`config.mk`:
```
export PLATFORM = sky130hd
export DESIGN_NAME = rdcw_ctrl
export DESIGN_NICKNAME = d
export VERILOG_FILES = /design/src/hdl/rdcw_pkg.sv /design/src/hdl/rdcw_ctrl.sv
export SDC_FILE = /design/constraint.sdc
export NUM_CORES = 1
export LEC_CHECK = 0
export BUFFER_PORTS_ARGS = -buffer_cell sky130_fd_sc_hd__buf_4
export CORE_ASPECT_RATIO = 0.75
export CORE_MARGIN = 2
export CORE_UTILIZATION = 59
export CTS_CLUSTER_DIAMETER = 80
export DETAILED_ROUTE_END_ITERATION = 10
export PLACE_DENSITY = 0.94
export SYNTH_ARGS = -nofsm -noshare
export SYNTH_HDL_FRONTEND = slang
export SYNTH_SLANG_ARGS = --single-unit
```
`constraint.sdc`:
```
create_clock -name clk -period 5.65 [get_ports clk]
set_input_delay 0.565 -clock clk [delete_from_list [all_inputs] [get_ports clk]]
set_output_delay 0.565 -clock clk [all_outputs]
set_load 0.01 [all_outputs]
```
`src/hdl/rdcw_pkg.sv`:
```
// Shared constants, types and helpers for the range distinct count block.
// Used by rdcw_tables, rdcw_ctrl and range_distinct_count_window.
package rdcw_pkg;

    localparam int MAX_LENGTH  = 1024;
    localparam int VALUE_RANGE = 1024;

    localparam int POS_W = $clog2(MAX_LENGTH);
    localparam int VAL_W = $clog2(VALUE_RANGE);
    localparam int CNT_W = $clog2(MAX_LENGTH + 1);
    localparam int LEN_W = 11;
    localparam int TAG_W = 16;
    localparam int IN_W  = 10;

    localparam logic [LEN_W-1:0] MAX_LEN_L  = LEN_W'(MAX_LENGTH);
    localparam logic [LEN_W-1:0] LEN_RESET  = LEN_W'(1024);
    localparam logic [VAL_W-1:0] LAST_VALUE = VAL_W'(VALUE_RANGE - 1);

    localparam logic OP_LOAD  = 1'b0;
    localparam logic OP_QUERY = 1'b1;

    localparam logic STATUS_OK  = 1'b0;
    localparam logic STATUS_BAD = 1'b1;

    typedef enum logic [1:0] {
        T_IDLE,
        T_CNT,
        T_UPD,
        T_CLEAR
    } tbl_state_t;

    typedef enum logic [2:0] {
        C_BOOT,
        C_CLEARING,
        C_IDLE,
        C_STEP,
        C_STEP_WAIT,
        C_FINISH
    } ctl_state_t;

    // commands from the sequencer to the table unit
    typedef struct packed {
        logic             step_go;
        logic             step_add;
        logic [POS_W-1:0] step_pos;
        logic             clear_go;
        logic             load_we;
        logic [POS_W-1:0] load_pos;
        logic [VAL_W-1:0] load_val;
    } tbl_cmd_t;

    typedef struct packed {
        logic             done;
        logic [CNT_W-1:0] distinct;
    } tbl_stat_t;

    function automatic logic [VAL_W-1:0] sat_value(input logic [IN_W-1:0] v);
        if (32'(v) >= VALUE_RANGE)
            return LAST_VALUE;
        return VAL_W'(v);
    endfunction

endpackage

```
`src/hdl/rdcw_ctrl.sv`:
```
// Item sequencer: handshakes, length register, window bounds and the output word.
// Drives rdcw_tables one window move at a time. Depends on rdcw_pkg.
module rdcw_ctrl (
    input  logic                       clk,
    input  logic                       rst_n,
    input  logic                       in_valid,
    output logic                       in_ready,
    input  logic                       opcode,
    input  logic [rdcw_pkg::IN_W-1:0]  position,
    input  logic [rdcw_pkg::IN_W-1:0]  element_value,
    input  logic [rdcw_pkg::IN_W-1:0]  left_end,
    input  logic [rdcw_pkg::IN_W-1:0]  right_end,
    input  logic [rdcw_pkg::TAG_W-1:0] query_tag,
    output logic                       out_valid,
    input  logic                       out_ready,
    output logic [rdcw_pkg::TAG_W-1:0] answer_tag,
    output logic [rdcw_pkg::CNT_W-1:0] distinct_values,
    output logic                       status,
    input  logic                       cfg_write_en,
    input  logic [rdcw_pkg::LEN_W-1:0] cfg_write_data,
    output rdcw_pkg::tbl_cmd_t         cmd,
    input  rdcw_pkg::tbl_stat_t        stat
);

    rdcw_pkg::ctl_state_t state_reg, state_next;

    logic [rdcw_pkg::LEN_W-1:0] len_reg;
    logic [rdcw_pkg::POS_W-1:0] left_reg, left_next;
    logic [rdcw_pkg::POS_W-1:0] right_reg, right_next;
    logic [rdcw_pkg::TAG_W-1:0] tag_reg, tag_next;
    logic                       bad_reg, bad_next;
    logic [rdcw_pkg::POS_W-1:0] low_reg, low_next;
    logic [rdcw_pkg::POS_W-1:0] high_reg, high_next;
    logic                       empty_reg, empty_next;

    logic                       out_valid_reg, out_valid_next;
    logic [rdcw_pkg::TAG_W-1:0] out_tag_reg, out_tag_next;
    logic [rdcw_pkg::CNT_W-1:0] out_distinct_reg, out_distinct_next;
    logic                       out_status_reg, out_status_next;

    logic                       accept;
    logic                       is_load;
    logic                       range_bad;
    logic [rdcw_pkg::LEN_W-1:0] len_eff;
    logic                       out_free;

    logic                       mv_go;
    logic                       mv_add;
    logic [rdcw_pkg::POS_W-1:0] mv_pos;
    logic [rdcw_pkg::POS_W-1:0] mv_low;
    logic [rdcw_pkg::POS_W-1:0] mv_high;

    assign accept   = in_valid && in_ready;
    assign is_load  = (opcode == rdcw_pkg::OP_LOAD);
    assign out_free = !out_valid_reg || out_ready;
    assign len_eff  = (len_reg > rdcw_pkg::MAX_LEN_L) ? rdcw_pkg::MAX_LEN_L : len_reg;
    assign range_bad = (left_end > right_end) ||
                       ({1'b0, right_end} >= len_eff);

    // next window move: seed an empty window at left, else grow right, grow left, shrink right, shrink left
    always_comb
    begin
        mv_go   = 1'b1;
        mv_add  = 1'b1;
        mv_pos  = high_reg;
        mv_low  = low_reg;
        mv_high = high_reg;
        if (empty_reg)
        begin
            mv_pos  = left_reg;
            mv_low  = left_reg;
            mv_high = left_reg;
        end
        else if (high_reg < right_reg)
        begin
            mv_pos  = high_reg + rdcw_pkg::POS_W'(1);
            mv_high = mv_pos;
        end
        else if (left_reg < low_reg)
        begin
            mv_pos = low_reg - rdcw_pkg::POS_W'(1);
            mv_low = mv_pos;
        end
        else if (high_reg > right_reg)
        begin
            mv_add  = 1'b0;
            mv_pos  = high_reg;
            mv_high = high_reg - rdcw_pkg::POS_W'(1);
        end
        else if (left_reg > low_reg)
        begin
            mv_add = 1'b0;
            mv_pos = low_reg;
            mv_low = low_reg + rdcw_pkg::POS_W'(1);
        end
        else
        begin
            mv_go = 1'b0;
        end
    end

    always_comb
    begin
        state_next = state_reg;
        case (state_reg)
            rdcw_pkg::C_BOOT: state_next = rdcw_pkg::C_CLEARING;
            rdcw_pkg::C_CLEARING:
            begin
                if (stat.done)
                    state_next = rdcw_pkg::C_IDLE;
            end
            rdcw_pkg::C_IDLE:
            begin
                if (in_valid)
                begin
                    if (is_load)
                    begin
                        if (!empty_reg)
                            state_next = rdcw_pkg::C_CLEARING;
                    end
                    else if (range_bad)
                        state_next = rdcw_pkg::C_FINISH;
                    else
                        state_next = rdcw_pkg::C_STEP;
                end
            end
            rdcw_pkg::C_STEP:
                state_next = mv_go ? rdcw_pkg::C_STEP_WAIT : rdcw_pkg::C_FINISH;
            rdcw_pkg::C_STEP_WAIT:
            begin
                if (stat.done)
                    state_next = rdcw_pkg::C_STEP;
            end
            rdcw_pkg::C_FINISH:
            begin
                if (out_free)
                    state_next = rdcw_pkg::C_IDLE;
            end
            default: state_next = rdcw_pkg::C_BOOT;
        endcase
    end

    always_comb
    begin
        in_ready     = 1'b0;
        cmd.step_go  = 1'b0;
        cmd.step_add = mv_add;
        cmd.step_pos = mv_pos;
        cmd.clear_go = 1'b0;
        cmd.load_we  = 1'b0;
        cmd.load_pos = position;
        cmd.load_val = rdcw_pkg::sat_value(element_value);
        case (state_reg)
            rdcw_pkg::C_BOOT:
                cmd.clear_go = 1'b1;
            rdcw_pkg::C_IDLE:
            begin
                in_ready     = 1'b1;
                cmd.load_we  = in_valid && is_load;
                cmd.clear_go = in_valid && is_load && !empty_reg;
            end
            rdcw_pkg::C_STEP:
                cmd.step_go = mv_go;
            default:
                in_ready = 1'b0;
        endcase
    end

    always_comb
    begin
        left_next         = left_reg;
        right_next        = right_reg;
        tag_next          = tag_reg;
        bad_next          = bad_reg;
        low_next          = low_reg;
        high_next         = high_reg;
        empty_next        = empty_reg;
        out_valid_next    = out_valid_reg;
        out_tag_next      = out_tag_reg;
        out_distinct_next = out_distinct_reg;
        out_status_next   = out_status_reg;

        if (out_valid_reg && out_ready)
            out_valid_next = 1'b0;

        if (accept)
        begin
            if (is_load)
            begin
                empty_next = 1'b1;
                low_next   = '0;
                high_next  = '0;
            end
            else
            begin
                left_next  = left_end;
                right_next = right_end;
                tag_next   = query_tag;
                bad_next   = range_bad;
            end
        end

        if (state_reg == rdcw_pkg::C_STEP && mv_go)
        begin
            low_next   = mv_low;
            high_next  = mv_high;
            empty_next = 1'b0;
        end

        if (state_reg == rdcw_pkg::C_FINISH && out_free)
        begin
            out_valid_next    = 1'b1;
            out_tag_next      = tag_reg;
            out_distinct_next = bad_reg ? '0 : stat.distinct;
            out_status_next   = bad_reg ? rdcw_pkg::STATUS_BAD : rdcw_pkg::STATUS_OK;
        end
    end

    always_ff @(posedge clk or negedge rst_n)
    begin
        if (!rst_n)
        begin
            state_reg     <= rdcw_pkg::C_BOOT;
            len_reg       <= rdcw_pkg::LEN_RESET;
            low_reg       <= '0;
            high_reg      <= '0;
            empty_reg     <= 1'b1;
            out_valid_reg <= 1'b0;
        end
        else
        begin
            state_reg     <= state_next;
            if (cfg_write_en)
                len_reg <= cfg_write_data;
            low_reg       <= low_next;
            high_reg      <= high_next;
            empty_reg     <= empty_next;
            out_valid_reg <= out_valid_next;
        end
    end

    always_ff @(posedge clk)
    begin
        left_reg         <= left_next;
        right_reg        <= right_next;
        tag_reg          <= tag_next;
        bad_reg          <= bad_next;
        out_tag_reg      <= out_tag_next;
        out_distinct_reg <= out_distinct_next;
        out_status_reg   <= out_status_next;
    end

    assign out_valid       = out_valid_reg;
    assign answer_tag      = out_tag_reg;
    assign distinct_values = out_distinct_reg;
    assign status          = out_status_reg;

`ifndef SYNTHESIS
    a_empty_zero: assert property (@(posedge clk) disable iff (!rst_n)
        (state_reg == rdcw_pkg::C_IDLE && empty_reg) |-> (stat.distinct == '0))
        else $error("empty window with nonzero distinct total");

    a_out_from_finish: assert property (@(posedge clk) disable iff (!rst_n)
        $rose(out_valid_reg) |-> ($past(state_reg) == rdcw_pkg::C_FINISH))
        else $error("answer word raised outside finish");

    a_window_order: assert property (@(posedge clk) disable iff (!rst_n)
        !empty_reg |-> (low_reg <= high_reg))
        else $error("window low above window high");
`endif

endmodule

```
==> results.py <==
metrics = {
    "power_and_ir_drop": {
        "netSwitchingPower_mw": 1.27,
        "peakVddDrop_mv": 0.226,
        "switching_share_pct": 40.5,
        "p_int_mw": 1.87,
        "seqPwrFrac_pct": 34.7,
        "clockPowerShare_pct": 21.1,
        "powerDensity_mw_per_mm2": 437,
        "p_comb_share_pct": 44.2,
        "p_leak_nw": 3.02,
    },
    "synthesis": {
        "synthesis.instances": 589,
        "synthesis.nets": 718,
        "ys_ff_latch": 101,
        "synth.distinct_cells": 74,
        "yosysSeqAreaShare_pct": 46.4,
        "synth_area_mm2": 0.00615,
        "yosysTopAreaCell": "edfxtp_1",
        "synth.avg_cell_area_um2": 10.4,
        "ys_warn_count": 0,
        "synth_edf_count": 65,
        "synth-async-reset-ratio_pct": 35.6,
        "ys.flop_type": "edfxtp_1",
        "synth.top_cell.area_share_pct": 31.7,
        "ys_top_cells_by_area": "edfxtp_1 (32%), dfrtp_1 (14%), ha_1 (9.0%), inv_1 (2.6%), buf_4 (2.6%)",
    },
    "clock_network": {
        "cts-hold-fix-buffers": 0,
        "cts_buffer_depth": 2,
        "cts_sinks": 101,
        "cts_tree": "done",
        "clkSlewWorstSetupHoldPaths_ns": 0.07,
        "cts_setup_buffers": 0,
        "clkLatencyLatePin_ns": 0.34,
        "cts_root_buf": "clkbuf_16",
        "htreeDepth": 3,
        "cts-buffers-inserted": 9,
        "post_cts_resized": 0,
    },
    "die": {
        "rows": 32,
        "start_util_pct": 60.2,
        "die_w_um": 122,
        "die_area_mm2": 0.0113,
        "core_area_mm2": 0.0102,
        "die_y_um": 92.4,
        "pin_count": 149,
    },
    "finish": {
        "mostFrequentLayoutCells": "buf_4 (112), edfxtp_1 (65), ha_1 (44)",
        "final_common_cell": "buf_4",
        "instances_no_fill": 803,
        "area_growth_pct": 17.1,
        "drive_gt1_share_pct": 23.2,
        "nFillCells": 724,
        "layout.nets": 791,
        "stdcell_area_mm2": 0.00720,
        "diodes": 0,
    },
    "global_route": {
        "track_usage_pct": 32.7,
        "antenna_found_initial": 0,
        "grt-ovfl-total": 0,
        "grt_max_degree": 44,
        "grt_pass1_wl_um": 27800,
        "grt_pass1_vias": 5154,
    },
    "sta": {
        "setup_tns_ns": 0,
        "post-route-min-period_ns": 4.68,
        "rsz0062_at_grt": "no",
        "period_share_pct": 82.9,
        "fmax_mhz": 214,
        "slew_headroom_pct": 11.6,
        "finalSetupViolations": 0,
        "tightest_slew_ns": 1.32,
        "fin_ws_ns": 0.968,
        "slew_viol_final": 0,
        "finalHoldViolations": 0,
        "fin_worst_skew_ns": 0.0129,
    },
    "setup_path": {
        "critPathKind": "flip-flop to primary output",
        "required_ns": 5.09,
        "worst_setup_path_end_kind": "primary output",
        "reg2reg_to": "low_reg[5]",
        "reg2reg_slack_ns": 1.52,
        "startpoint_type": "flip-flop",
        "r2r-start": "high_reg[7]",
        "r2r_cells": 8,
        "cp.arrival_ns": 4.12,
        "crit_path_max_fanout": 25,
    },
    "drt": {
        "drc": 0,
        "drt-vias-per-instance": 6.60,
        "vias": 5299,
        "wire_per_inst_um": 22.4,
        "dr.pass1.iters": 7,
        "ant_nets": 0,
        "drt_iter0_markers": 745,
        "drt-total-wl_um": 18000,
    },
    "place": {
        "io_buffers": 108,
        "gp_congestion": 1.03,
        "dp_hpwl_um": 12900,
        "place_area_mm2": 0.00688,
        "dp.cells": 787,
        "dp_slack_ns": 1.57,
    },
    "hold_path": {
        "hp-class": "input pin to asynchronous set/reset pin",
    },
    "flow_run": {
        "drv_cap": 0,
    },
    "outcome": {
        "status": "finished, final reports clean",
    },
}
## worst max-delay path by stage
| stage | cells past startpoint | endpoint | slack, ns | start |
|---|---|---|---|---|
| after CTS | 10 | cmd[26] | 1.22 | low_reg[2] |
| after floorplan | 11 | cmd[24] | 2.47 | low_reg[4] |
| after detailed placement | 10 | cmd[26] | 1.57 | low_reg[2] |
| final | 10 | cmd[26] | 0.97 | low_reg[2] |
| after global routing | 10 | cmd[26] | 0.86 | low_reg[2] |
| after global placement | 10 | cmd[26] | 1.68 | low_reg[2] |
## Yosys cell counts (3+ instances only)
cell type,n
a2111oi_0,3
a211oi_1,3
a21o_1,5
a21oi_1,25
a221o_1,3
a22o_1,9
a311oi_1,3
a31oi_1,7
and2_1,5
and3_1,4
and4_1,4
buf_2,8
buf_4,21
clkbuf_1,18
dfrtp_1,34
edfxtp_1,65
ha_1,44
inv_1,43
mux2_2,12
mux2i_1,6
nand2_1,34
nand2b_1,14
nand3_1,19
nand4_1,9
nor2_1,30
nor2b_1,18
nor3_1,13
nor3b_1,4
nor4_1,5
o2111ai_1,3
o211ai_1,4
o21ai_0,26
o21ai_1,3
o221ai_1,3
o22ai_1,5
o2bb2ai_1,6
o31a_1,3
o31ai_1,9
or3_1,4
xnor2_1,7
xor2_1,5
## worst max-delay path: stages, from the launching register on
cell	delay (ns)
dfrtp_1	0.53
inv_1	0.20
ha_1	0.31
and4_1	0.24
o21ai_1	0.11
a311oi_2	0.76
or2_2	0.59
nand2_1	0.12
o2111a_1	0.25
o31ai_1	0.44
buf_4	0.21
## per-layer routing
metal | vias up | wire length (um) | track usage [%]
met4 | 0 | 554 | 11.5
met5 | - | 0 | 0
met1 | 2502 | 7400 | 45.6
li1 | 2315 | - | -
met2 | 407 | 7930 | 50.0
met3 | 75 | 2110 | 7.82
## cells by family (layout without fill, tap and decap cells)
| family | Yosys count | in the layout | share of synthesized area, % |
|---|---|---|---|
| AND/OR/NAND/NOR | 175 | 175 | 15.3 |
| XOR/XNOR | 12 | 12 | 1.71 |
| AO/OA/AOI/OAI | 146 | 146 | 17.2 |
| flip-flops | 101 | 101 | 46.4 |
| buffers and inverters | 93 | 171 | 7.24 |
| adder cells (fa/ha/maj) | 44 | 44 | 8.95 |
| multiplexers | 18 | 18 | 3.17 |
## per-stage QoR
step / utilization [%] / power [mW] / hold slack (ns)
floorplan: - / 1.97 / 0.269
global placement: 67.4 / 2.38 / 0.400
detailed placement: 67.4 / 2.42 / 0.405
CTS: 70.5 / 3.10 / 0.198
global route: 70.5 / 3.31 / 0.205
finish: 70.5 / 3.15 / 0.178
## power by group through the flow
stage                     registers (mW)  clock network [mW]  logic (mW)
after global routing                1.10               0.706        1.50
after detailed placement            1.09                   0        1.33
after global placement              1.09                   0        1.29
after CTS                           1.08               0.674        1.34
after floorplan                     1.02                   0       0.954
final                               1.09               0.664        1.39
## cell type report
cell class,count,area [um^2],area share [%]
Sequential cell,101,2860,39.7
Multi-Input combinational cell,395,2850,39.6
Timing Repair Buffer,112,841,11.7
Clock buffer,10,229,3.18
Tap cell,136,170,2.36
Inverter,43,161,2.24
Clock inverter,6,93.8,1.30
Note: power is estimated with default switching activity, not from simulation.
